$ cat config.mk
export PLATFORM = sky130hd
export DESIGN_NAME = edm_gap_feed_control_core
export DESIGN_NICKNAME = d
export VERILOG_FILES = /design/src/sv/edmgf_pkg.sv /design/src/sv/edm_gap_feed_control_core.sv /design/src/sv/edmgf_hist_cell.sv /design/src/sv/edmgf_history.sv
export VERILOG_INCLUDE_DIRS = /design/src /design/src/sv
export SDC_FILE = /design/constraint.sdc
export NUM_CORES = 2
export LEC_CHECK = 0
export BUFFER_PORTS_ARGS = -buffer_cell sky130_fd_sc_hd__buf_2
export CORE_UTILIZATION = 55
export DETAILED_ROUTE_END_ITERATION = 8
export PLACE_DENSITY_LB_ADDON = 0.1
export SKIP_LAST_GASP = 1
export SYNTH_ARGS = -nofsm -noshare
export SYNTH_HDL_FRONTEND = slang
export SYNTH_HIERARCHICAL = 1
export SYNTH_SLANG_ARGS = --single-unit
$ cat constraint.sdc
create_clock -name clk -period 95.3 [get_ports clk]
set_input_delay 14.295 -clock clk [delete_from_list [all_inputs] [get_ports clk]]
set_output_delay 14.295 -clock clk [all_outputs]
set_load 0.05 [all_outputs]
$ cat src/sv/assert_macros.svh
// Assertion macros shared by the gap feed control RTL.
`ifndef ASSERT_MACROS_SVH
`define ASSERT_MACROS_SVH

// The consequent must hold in the same cycle as the antecedent.
`define ASSERT_IMPLIES(label, clk, rst, ante, cons) \
  label: assert property (@(posedge clk) disable iff (rst) (ante) |-> (cons)) \
    else $error("assertion failed: same-cycle implication violated");

// The consequent must hold in the cycle after the antecedent.
`define ASSERT_NEXT(label, clk, rst, ante, cons) \
  label: assert property (@(posedge clk) disable iff (rst) (ante) |=> (cons)) \
    else $error("assertion failed: next-cycle implication violated");

`endif

$ cat src/sv/edmgf_pkg.sv
// Shared widths, constants and register indexes of the gap feed control block.
package edmgf_pkg;

  localparam int ADC_W    = 10;
  localparam int LEVEL_W  = 18;
  localparam int ALPHA_W  = 9;
  localparam int FRAC_W   = 8;
  localparam int OVR_W    = 8;
  localparam int POS_W    = 32;
  localparam int RATE_W   = 2;
  localparam int CFG_IDX_W = 2;
  localparam int MAX_AXES = 3;

  localparam logic [ALPHA_W-1:0] Q_ONE       = 9'd256;
  localparam logic [ALPHA_W-1:0] ALPHA_RESET = 9'd26;
  localparam logic [LEVEL_W-1:0] AVG_RESET   = 18'd78080;
  localparam logic [LEVEL_W-1:0] SETPOINT_RESET = 18'd78080;
  localparam logic [LEVEL_W-1:0] SHORT_RESET = 18'd25600;

  localparam logic [OVR_W-1:0] OVR_MIN   = 8'd10;
  localparam logic [OVR_W-1:0] OVR_MAX   = 8'd200;
  localparam logic [OVR_W-1:0] OVR_RESET = 8'd100;
  localparam logic [OVR_W-1:0] OVR_UP    = 8'd1;
  localparam logic [OVR_W-1:0] OVR_DOWN  = 8'd5;

  typedef logic [RATE_W-1:0] rate_t;
  localparam rate_t RATE_ZERO = 2'd0;
  localparam rate_t RATE_SLOW = 2'd1;
  localparam rate_t RATE_FAST = 2'd2;

  typedef logic [CFG_IDX_W-1:0] cfg_idx_t;
  localparam cfg_idx_t REG_EMA_ALPHA = 2'd0;
  localparam cfg_idx_t REG_SETPOINT  = 2'd1;
  localparam cfg_idx_t REG_SHORT     = 2'd2;

endpackage

$ cat src/sv/edm_gap_feed_control_core.sv
// Top level of the EDM gap feed control: averaging, override, short recovery.
//
// Usage: one request on the input channel (in_valid/in_ready) is one sample
// tick with the gap conversion, mode flags and the axis position. Each request
// yields exactly one result on the output channel (out_valid/out_ready).
// in_ready is high only while the sequencer is idle; a request runs through
// four more steps (product, average, control, result); the result is
// registered in the result step, and no new request is taken until the last
// one has left that step. Both products of the average are formed in the
// product step; the history read is a single OR across the chain of cells.
// The result sits in an output register: while the receiver stalls, the next
// request is still taken and worked on, and it waits in its last step until
// the pending result has been taken.
// Configuration writes (cfg_valid/cfg_ready) are always taken; they are to be
// issued only while no request is in flight. Reset (rst, synchronous) restores
// the default registers, the average, override 100 and leaves recovery idle.
`include "assert_macros.svh"

module edm_gap_feed_control_core
  import edmgf_pkg::*;
#(
  parameter int HISTORY_DEPTH = 16,
  parameter int AXES          = 3
) (
  input  logic                      clk,
  input  logic                      rst,
  // Configuration port.
  input  logic                      cfg_valid,
  output logic                      cfg_ready,
  input  logic [CFG_IDX_W-1:0]      cfg_index,
  input  logic [LEVEL_W-1:0]        cfg_data,
  // Sample input.
  input  logic                      in_valid,
  output logic                      in_ready,
  input  logic [ADC_W-1:0]          adc_sample,
  input  logic                      flood_enable,
  input  logic                      mist_enable,
  input  logic                      machine_idle,
  input  logic                      motion_busy,
  input  logic signed [POS_W-1:0]   pos_x,
  input  logic signed [POS_W-1:0]   pos_y,
  input  logic signed [POS_W-1:0]   pos_z,
  // Result output.
  output logic                      out_valid,
  input  logic                      out_ready,
  output logic [OVR_W-1:0]          feed_override,
  output logic                      override_changed,
  output logic                      hold_request,
  output logic                      move_valid,
  output logic signed [POS_W-1:0]   move_x,
  output logic signed [POS_W-1:0]   move_y,
  output logic signed [POS_W-1:0]   move_z,
  output logic [RATE_W-1:0]         move_rate,
  output logic                      resume_request,
  output logic                      recovering
);

  localparam int PTR_W  = $clog2(HISTORY_DEPTH + 1);
  localparam int HIST_W = AXES * POS_W;
  localparam int PROD_W = ALPHA_W + LEVEL_W;
  localparam int SUM_W  = PROD_W + 1;
  localparam logic [PTR_W-1:0] DEPTH_P = PTR_W'(HISTORY_DEPTH);

  typedef enum logic [2:0] {
    S_IDLE,
    S_MUL,
    S_AVG,
    S_CTRL,
    S_OUT
  } state_t;

  state_t state;

  // Configuration registers.
  logic [ALPHA_W-1:0] ema_alpha;
  logic [LEVEL_W-1:0] setpoint_level;
  logic [LEVEL_W-1:0] short_level;

  // Architectural state.
  logic [LEVEL_W-1:0] avg_level;
  logic [OVR_W-1:0]   ovr;
  logic               rec;
  logic               rest;
  logic [PTR_W-1:0]   hist_count;
  logic [PTR_W-1:0]   hist_ptr;

  // Latched request.
  logic [ADC_W-1:0]   adc_q;
  logic               flood_q;
  logic               mist_q;
  logic               idle_q;
  logic               busy_q;
  logic [POS_W-1:0]   pos_q [MAX_AXES];

  // Products of the average.
  logic [PROD_W-1:0]  prod_new;
  logic [PROD_W-1:0]  prod_old;

  // Flags of the request being finished.
  logic               r_changed;
  logic               r_hold;
  logic               r_valid;
  rate_t              r_rate;
  logic               r_resume;

  logic [ALPHA_W-1:0] alpha_eff;
  logic [SUM_W-1:0]   avg_sum;
  logic [LEVEL_W-1:0] avg_next;

  logic               hit;
  logic               rec1;
  logic               step;
  logic               gt_short;
  logic               lt_short;
  logic               rest1;
  logic [PTR_W-1:0]   ptr_next;
  logic [PTR_W-1:0]   count_next;
  logic               valid_next;
  logic               done;
  logic               rec_next;
  logic               rest_next;
  rate_t              rate_next;
  logic [OVR_W:0]     ov_step;
  logic [OVR_W-1:0]   ov_clamped;
  logic [OVR_W-1:0]   ovr_next;
  logic               changed_next;

  logic               push;
  logic [HIST_W-1:0]  push_data;
  logic [HIST_W-1:0]  rd_data;
  logic [POS_W-1:0]   move_sel [MAX_AXES];
  logic               out_free;

  assign cfg_ready = 1'b1;
  assign in_ready  = (state == S_IDLE);
  assign out_free  = !out_valid || out_ready;
  assign push      = (state == S_CTRL) && hit;

  // Average datapath.
  assign alpha_eff = (ema_alpha > Q_ONE) ? Q_ONE : ema_alpha;
  assign avg_sum   = SUM_W'(prod_new) + SUM_W'(prod_old) + SUM_W'(128);
  assign avg_next  = avg_sum[FRAC_W +: LEVEL_W];

  // Short detection and recovery step, on the registered average.
  always_comb begin
    gt_short = avg_level > short_level;
    lt_short = avg_level < short_level;
    hit      = mist_q && !rec && !idle_q && lt_short;
    rec1     = rec || hit;
    step     = mist_q && rec1 && !busy_q;
    rest1    = rest || (step && gt_short);

    count_next = hit ? ((hist_count < DEPTH_P) ? hist_count + PTR_W'(1) : DEPTH_P)
                     : hist_count;

    ptr_next  = hist_ptr;
    rate_next = RATE_ZERO;
    if (step && lt_short) begin
      ptr_next  = (hist_ptr < DEPTH_P) ? hist_ptr + PTR_W'(1) : DEPTH_P;
      rate_next = RATE_FAST;
    end else if (step && gt_short) begin
      ptr_next  = (hist_ptr != '0) ? hist_ptr - PTR_W'(1) : hist_ptr;
      rate_next = RATE_SLOW;
    end

    valid_next = step && (ptr_next < count_next);
    done       = valid_next && (ptr_next == '0) && rest1;
    rec_next   = rec1 && !done;
    rest_next  = rest1 && !done;
    if (!valid_next) begin
      rate_next = RATE_ZERO;
    end
  end

  // Feed override regulation.
  always_comb begin
    if (avg_level > setpoint_level) begin
      ov_step = {1'b0, ovr} + (OVR_W + 1)'(OVR_UP);
    end else if (avg_level < setpoint_level) begin
      ov_step = (ovr >= OVR_DOWN) ? {1'b0, ovr - OVR_DOWN} : '0;
    end else begin
      ov_step = {1'b0, ovr};
    end

    if (ov_step > {1'b0, OVR_MAX}) begin
      ov_clamped = OVR_MAX;
    end else if (ov_step < {1'b0, OVR_MIN}) begin
      ov_clamped = OVR_MIN;
    end else begin
      ov_clamped = ov_step[OVR_W-1:0];
    end

    if (flood_q && !rec_next) begin
      ovr_next     = ov_clamped;
      changed_next = ov_clamped != ovr;
    end else begin
      ovr_next     = ovr;
      changed_next = 1'b0;
    end
  end

  // Pack the recorded axes; axes beyond AXES are not stored.
  for (genvar a = 0; a < MAX_AXES; a++) begin : g_axis
    if (a < AXES) begin : g_used
      assign push_data[a*POS_W +: POS_W] = pos_q[a];
      assign move_sel[a] = r_valid ? rd_data[a*POS_W +: POS_W] : '0;
    end else begin : g_unused
      assign move_sel[a] = '0;
    end
  end

  edmgf_history #(
    .DEPTH (HISTORY_DEPTH),
    .AXES  (AXES)
  ) u_history (
    .clk       (clk),
    .push      (push),
    .push_data (push_data),
    .rd_ptr    (hist_ptr),
    .rd_data   (rd_data)
  );

  always_ff @(posedge clk) begin
    if (rst) begin
      state          <= S_IDLE;
      out_valid      <= 1'b0;
      ema_alpha      <= ALPHA_RESET;
      setpoint_level <= SETPOINT_RESET;
      short_level    <= SHORT_RESET;
      avg_level      <= AVG_RESET;
      ovr            <= OVR_RESET;
      rec            <= 1'b0;
      rest           <= 1'b0;
      hist_count     <= '0;
      hist_ptr       <= '0;
    end else begin
      if (cfg_valid && cfg_ready) begin
        case (cfg_index)
          REG_EMA_ALPHA: ema_alpha      <= cfg_data[ALPHA_W-1:0];
          REG_SETPOINT:  setpoint_level <= cfg_data;
          REG_SHORT:     short_level    <= cfg_data;
          default: ;
        endcase
      end

      // A new result may replace the one taken at this edge.
      if (state == S_OUT && out_free) begin
        out_valid <= 1'b1;
      end else if (out_valid && out_ready) begin
        out_valid <= 1'b0;
      end

      case (state)
        S_IDLE: begin
          if (in_valid) begin
            adc_q    <= adc_sample;
            flood_q  <= flood_enable;
            mist_q   <= mist_enable;
            idle_q   <= machine_idle;
            busy_q   <= motion_busy;
            pos_q[0] <= pos_x;
            pos_q[1] <= pos_y;
            pos_q[2] <= pos_z;
            state    <= S_MUL;
          end
        end
        S_MUL: begin
          prod_new <= PROD_W'(alpha_eff) * PROD_W'({adc_q, {FRAC_W{1'b0}}});
          prod_old <= PROD_W'(Q_ONE - alpha_eff) * PROD_W'(avg_level);
          state    <= S_AVG;
        end
        S_AVG: begin
          avg_level <= avg_next;
          state     <= S_CTRL;
        end
        S_CTRL: begin
          rec        <= rec_next;
          rest       <= rest_next;
          hist_count <= count_next;
          hist_ptr   <= ptr_next;
          ovr        <= ovr_next;
          r_changed  <= changed_next;
          r_hold     <= hit;
          r_valid    <= valid_next;
          r_rate     <= rate_next;
          r_resume   <= done;
          state      <= S_OUT;
        end
        S_OUT: begin
          // The history now holds the pushed entry and the pointer is updated.
          if (out_free) begin
            feed_override    <= ovr;
            override_changed <= r_changed;
            hold_request     <= r_hold;
            move_valid       <= r_valid;
            move_x           <= move_sel[0];
            move_y           <= move_sel[1];
            move_z           <= move_sel[2];
            move_rate        <= r_rate;
            resume_request   <= r_resume;
            recovering       <= rec;
            state            <= S_IDLE;
          end
        end
        default: begin
          state <= S_IDLE;
        end
      endcase
    end
  end

  `ASSERT_IMPLIES(a_resume_ends, clk, rst, out_valid && resume_request, move_valid && !recovering)
  `ASSERT_IMPLIES(a_hold_recovers, clk, rst, out_valid && hold_request, recovering)
  `ASSERT_IMPLIES(a_ovr_range, clk, rst, out_valid, feed_override >= OVR_MIN && feed_override <= OVR_MAX)
  `ASSERT_IMPLIES(a_stack_cap, clk, rst, 1'b1, hist_ptr <= DEPTH_P && hist_count <= DEPTH_P)
  `ASSERT_NEXT(a_ctrl_to_out, clk, rst, state == S_CTRL, state == S_OUT)

endmodule

$ cat src/sv/edmgf_hist_cell.sv
// One entry of the position history chain: holds a position and passes it on.
module edmgf_hist_cell #(
  parameter int WIDTH = 96,
  parameter int PTR_W = 5,
  parameter int INDEX = 0
) (
  input  logic             clk,
  input  logic             shift,
  input  logic [WIDTH-1:0] shift_in,
  input  logic [PTR_W-1:0] rd_ptr,
  output logic [WIDTH-1:0] data_out,
  output logic [WIDTH-1:0] rd_out
);

  logic [WIDTH-1:0] entry;

  always_ff @(posedge clk) begin
    if (shift) begin
      entry <= shift_in;
    end
  end

  assign data_out = entry;
  // Only the addressed cell drives its entry onto the read bus.
  assign rd_out   = (rd_ptr == PTR_W'(INDEX)) ? entry : '0;

endmodule

$ cat src/sv/edmgf_history.sv
// Position history stack built as a shifting chain of cells with a read bus.
module edmgf_history
  import edmgf_pkg::*;
#(
  parameter int DEPTH = 16,
  parameter int AXES  = 3,
  localparam int WIDTH = AXES * POS_W,
  localparam int PTR_W = $clog2(DEPTH + 1)
) (
  input  logic             clk,
  input  logic             push,
  input  logic [WIDTH-1:0] push_data,
  input  logic [PTR_W-1:0] rd_ptr,
  output logic [WIDTH-1:0] rd_data
);

  logic [WIDTH-1:0] chain [DEPTH];
  logic [WIDTH-1:0] taps  [DEPTH];

  for (genvar k = 0; k < DEPTH; k++) begin : g_cell
    edmgf_hist_cell #(
      .WIDTH (WIDTH),
      .PTR_W (PTR_W),
      .INDEX (k)
    ) u_cell (
      .clk      (clk),
      .shift    (push),
      .shift_in ((k == 0) ? push_data : chain[(k == 0) ? 0 : k - 1]),
      .rd_ptr   (rd_ptr),
      .data_out (chain[k]),
      .rd_out   (taps[k])
    );
  end

  always_comb begin
    rd_data = '0;
    for (int k = 0; k < DEPTH; k++) begin
      rd_data = rd_data | taps[k];
    end
  end

endmodule

; ---- Word level (Yosys, flattened, before mapping)
; Memories as Yosys holds them, arrays and structs flattened. A register that Yosys moved wholly into a read port is not among the register bits.
; Index checks and enable logic that the tools add are counted.
[word_totals]
register_bits = 1702
mem_bits_rw = 96
inputBits = 135
out_inout_bits = 114
wordCells = 192
memories = 1
[classes]
n_addsub = 8
n_mul = 2
order_cmp = 11
eq_ne = 24
muxes = 39
bitwise_logic = 17
reduce_logical = 41
[mem_list]
columns = name, depth, width, read_ports, rd_clocked_by_memory_dff, wr, line
row1 = pos_q, 3, 32, 3, 3, 3, edm_gap_feed_control_core.sv:93  ; logic [POS_W-1:0] pos_q [MAX_AXES];
[op_table]
columns = op, n
row1 = $mux 96, 16
row2 = $or 96x96->96, 15
row3 = $eq 5x4->1 const B, 8
row4 = $gt 18x18->1, 2
row5 = $lt 18x18->1, 2
row6 = $mux 8, 4
row7 = $mux 5, 6
row8 = $add 26x26->26, 1
row9 = $add 26x8->26 const B, 1
row10 = $mul 10x19->26, 1
row11 = $eq 5x3->1 const B, 4
row12 = $mul 9x10->18, 1
row13 = $mux 9, 2
row14 = $logic_and 1x1->1, 16
row15 = $pmux 3 s5, 1
row16 = $reduce_and 2->1, 7
row17 = $add 5x1->5 const B, 2
row18 = $eq 5x2->1 const B, 2
row19 = $logic_not 5->1, 2
row20 = $lt 5x5->1 const B, 2
row21 = $sub 9x9->10 const A, 1
row22 = $add 8x1->9 const B, 1
row23 = $gt 9x8->1 const B, 1
row24 = $gt 9x9->1 const B, 1
row25 = 25 further kinds, 43

; ---- Depth between registers and ports, before layout
[depth]
depth_word = 19
mapped_depth = 30
mapped_depth_nobuf = 27

; ---- Modules after synthesis
; Netlist, hierarchy kept.
[modules_own_cells]
columns = module, instances, cells_each, area_per_inst_um2, seq_area_each_um2
row1 = edmgf_hist_cell at u_history.g_cell[10].u_cell ..., 6, 215, 3950.0, 2882.8
row2 = edm_gap_feed_control_core, 1, 2154, 22907.0, 9669.3
row3 = edmgf_hist_cell at u_history.g_cell[11].u_cell ..., 4, 214, 3951.3, 2882.8
row4 = edmgf_hist_cell at u_history.g_cell[1].u_cell ..., 4, 215, 3941.3, 2882.8
row5 = edmgf_hist_cell at u_history.g_cell[0].u_cell, 1, 215, 3953.8, 2882.8
row6 = edmgf_hist_cell at u_history.g_cell[15].u_cell, 1, 214, 3936.3, 2882.8
row7 = edmgf_history, 1, 480, 3002.9, 0.0

; ---- Least setup slack after synthesis
; No wires, ideal clock.
[synth_path]
path_type = register to register
from = register short_level[3]
to = register hist_count[0]
setup_ns = 0.192
arrival_time_ns = 69.236
required_ns = 95.108
setup_slack_ns = 25.872
path_stages_with_launch = 11
n_path_buf = 0
synth_period_minus_slack_ns = 69.428
path_cell_list = dfxtp_1 -> inv_1 -> ha_1 -> a21o_1 -> a21o_1 -> a221o_1 -> a221oi_4 -> o211ai_4 -> nor2_1 -> mux2i_1 -> nor2_1
[synth_between]
elab_chain_cells = 3
[synth_lines]
columns = item, line
row1 = "start, declared", edm_gap_feed_control_core.sv:77  ; logic [LEVEL_W-1:0] short_level;
row2 = "start signal, assigned", edm_gap_feed_control_core.sv:241  ; REG_SHORT: short_level <= cfg_data;
row3 = $lt 18x18->1, edm_gap_feed_control_core.sv:147  ; lt_short = avg_level < short_level;
row4 = $logic_and 1x1->1, edm_gap_feed_control_core.sv:148  ; hit = mist_q && !rec && !idle_q && lt_short;
row5 = $mux 5, edm_gap_feed_control_core.sv:153  ; count_next = hit ? ((hist_count < DEPTH_P) ? hist_count + PTR_W'(1) : DEPTH_P)
row6 = "end signal, assigned", edm_gap_feed_control_core.sv:279  ; hist_count <= count_next;
row7 = "end, declared", edm_gap_feed_control_core.sv:84  ; logic [PTR_W-1:0] hist_count;
; Every way passes these cells.
; A chain may end at the register's enable or synchronous reset.

; ---- Worst setup path in the final report
[layout_path]
from = input port rst
to = register move_z[2] (enable)
[layout_between]
elab_chain_cells = 2
[layout_lines]
columns = item, line
row1 = "start, declared", edm_gap_feed_control_core.sv:26  ; input logic rst,
row2 = $not 1->1 (no source line), --
row3 = $reduce_and 3->1 (no source line), --
row4 = "end signal, assigned", edm_gap_feed_control_core.sv:298  ; move_z <= move_sel[2];
row5 = "end, declared", edm_gap_feed_control_core.sv:52  ; output logic signed [POS_W-1:0] move_z,
; Every way passes these cells.

==> flow_summary.yaml <==
sta:
  fin_setup_tns_ns: 0
  tightest_slew_ns: 1.231
  final_hold_viol_count: 0
  fin_skew_ns: 0.05520
  slew_headroom_pct: 17.92
  finalCriticalPeriod_ns: 16.50
  timing.final.crit_share_pct: 17.32
  setup_viol: 0
  slew_violations: 0
  max_freq_mhz: 60.60
  rsz0062_at_grt: "false"
clock_tree:
  ctsResizeCount: 0
  clock_sinks: 1887
  cts_root_buf: "clkbuf_16"
  h-tree-depth: 4
  cts_buffers: 194
  clkTransAtPathRegs_ns: 0.06
  ctsLongestPathBuffers: 3
  hold_buffers: 0
  cts_tree: "done"
  post_cts_buffers: 0
  clk_latency_ns: 0.84
setup_path:
  worstRegToRegCells: 27
  cp-start-kind: "input port"
  critPathSlowestCell: "buf_4"
  worstSetupStartpoint: "rst"
  crit_path_frequent_cell: "buf_4"
  crit_type: "input port to register"
  cp-end-kind: "register"
  required_ns: 95.74
  arrival_ns: 16.94
  path_cells: "buf_2 > buf_4 > nor4_2 > buf_4 > buf_4 > buf_4"
  r2r_slack_ns: 86.95
  r2r_start: "ema_alpha[8]"
  max_stage_delay_ns: 0.62
  crit_end: "move_z[2]"
  r2r-end: "prod_old[25]"
  worstPathMaxFanout: 74
synthesis:
  ys_top_cells_by_area: "edfxtp_1 (61%), nor3b_2 (9.0%), nor3b_1 (7.6%), fa_1 (4.1%), nor4_1 (2.7%)"
  syn_inst: 6069
  yosys.area.top_type: "edfxtp_1"
  synth_ff_type: "edfxtp_1"
  synth-seq-cells: 1887
  yosys.area.top_type_share_pct: 60.68
  syn-cell-area_um2: 89070
  synth_cell_type_count: 90
  async_flop_share_pct: 0
  syn_area_per_cell_um2: 14.68
  ys_seq_area_share_pct: 62.64
  synth_edf_count: 1800
  ys.warnings.count: 6
floorplan:
  die_h_um: 404.4
  num_io_pins: 249
  start_util_pct: 55.41
  core_um2: 160800
  rows: 147
  dieWidth_um: 404.4
  die_area_um2: 163600
drt:
  antenna_left: 0
  drc: 0
  first_pass_iters: 6
  wirelength_mm: 206.6
  drt-initial-drc-count: 5256
  vias: 51078
  post_drt_wl_per_cell_um: 24.29
  vias_per_cell: 6.006
status:
  outcome: "finished, final reports clean"
placed_design:
  io_buffers: 247
  dp_hpwl_mm: 115.2
  place_area_um2: 91670
  place.gp.congestion: 0.8481
  dp.cells: 8158
cells_and_area:
  fin_cells: 8505
  synthToLayoutAreaGrowth_pct: 9.544
  drive_gt1_share_pct: 20.27
  fin_nets: 6677
  final_core_util_pct: 60.70
  postLayoutCellArea_um2: 97570
  fillers: 12376
pwr:
  power.density_nw_per_um2: 20.38
  total_power_uw: 1988
  leakagePower_uw: 0.03176
  vdd_drop_max_mv: 0.01996
job:
  drv_cap: 0
global_route:
  antenna_found_initial: 12
  grt_pass1_vias: 50891
  track_usage_pct: 25.14
  grt_pass1_wl_mm: 313.0
  overflow: 0
  grt_max_degree: 226
min_path:
  worst_hold_path_type: "register to register"
[through the flow]
step,setup slack (ns),hold WS (ns)
3_5_place_dp,77.93,0.4045
2_1_floorplan,25.87,0.4003
3_3_place_gp,78.02,0.4008
6_report,78.80,0.4090
5_1_grt,78.64,0.4095
4_1_cts,78.81,0.4115
[sequential cells by signal, indices dropped and copies added, names as in the netlist, 8 cells and up]
signal	cells
short_level	18
pos_q	96
u_history/g_cell.u_cell/data_out	1536
avg_level	18
move_y	32
adc_q	10
feed_override	8
prod_old	19
move_z	32
prod_new	18
ovr	8
setpoint_level	18
ema_alpha	9
move_x	32
[worst min-delay path by stage]
stage / from / to / depth (start not counted)
finish: pos_q[0][21] / u_history/g_cell[0].u_cell/data_out[21] / 0
global route: pos_q[0][21] / u_history/g_cell[0].u_cell/data_out[21] / 0
floorplan: r_hold / hold_request / 0
CTS: pos_q[0][19] / u_history/g_cell[0].u_cell/data_out[19] / 0
global placement: pos_q[0][47] / u_history/g_cell[0].u_cell/data_out[47] / 0
detailed placement: pos_q[0][19] / u_history/g_cell[0].u_cell/data_out[19] / 0
[worst max-delay path: cells and delay by family]
| kind | cells | cell delay [ns] |
|---|---|---|
| simple gates | 1 | 0.34 |
| buf+inv | 5 | 2.09 |
[synthesized netlist by cell type (20+ instances only)]
cell and instances:
a21o_1 20, a21oi_1 99, and2_1 202, buf_1 33, buf_2 136, buf_6 80, clkbuf_1 189, dfxtp_1 87
edfxtp_1 1800, fa_1 183, ha_1 165, inv_1 302, nand2_1 284, nand3_1 26, nand4_1 107, nor2_1 76
nor3_1 26, nor3b_1 899, nor3b_2 640, nor4_1 391, o21ai_0 38, xnor2_1 37
[routing by layer]
layer	vias up	share of wire, %	global-route usage, %
li1	23037	-	-
met1	26051	45	37.20
met2	1686	46	38.72
met3	300	6.5	3.971
met4	4	2.3	6.891
met5	-	0.013	0
[power by group]
part	internal (uW)	total, uW	switching (uW)	leakage (uW)
Sequential	923	932	8.14	0.0169
Clock	397	718	321	0.00286
Combinational	140	339	198	0.0120
Total	1460	1990	528	0.0318
[final cells by class]
cell class,instances,area (um^2),share of cell area [%]
inverter,305,1151,1.180
clock buffer,252,5146,5.274
sequential,1887,55800,57.19
timing repair buffer,353,2095,2.147
tap,2160,2703,2.770
multi-input combinational,3453,29930,30.67
antenna,1,2.502,0.002565
clock inverter,94,752.0,0.7707
[cells in the final DEF, fill, tap and decap left out, types with 86 or more instances in the layout]
cell type and count:
buf_2 247, clkbuf_16 197, nand2_1 284, edfxtp_1 1800, dfxtp_1 86, and2_1 202, nand4_1 107, nor4_1 390
a21oi_1 99, nor3b_1 899, buf_4 101, fa_1 183, nor3b_2 640, inv_1 302, ha_1 165
[cell families after synthesis]
| family | share of synthesized area (%) |
|---|---|
| fa+ha+maj | 6.431 |
| compound gates | 2.045 |
| buf+inv | 4.020 |
| other cells | 0.008432 |
| simple gates | 24.12 |
| mux | 0.2051 |
| flops | 62.64 |
| xor+xnor | 0.5310 |
Note: power is estimated with default switching activity, not from simulation.
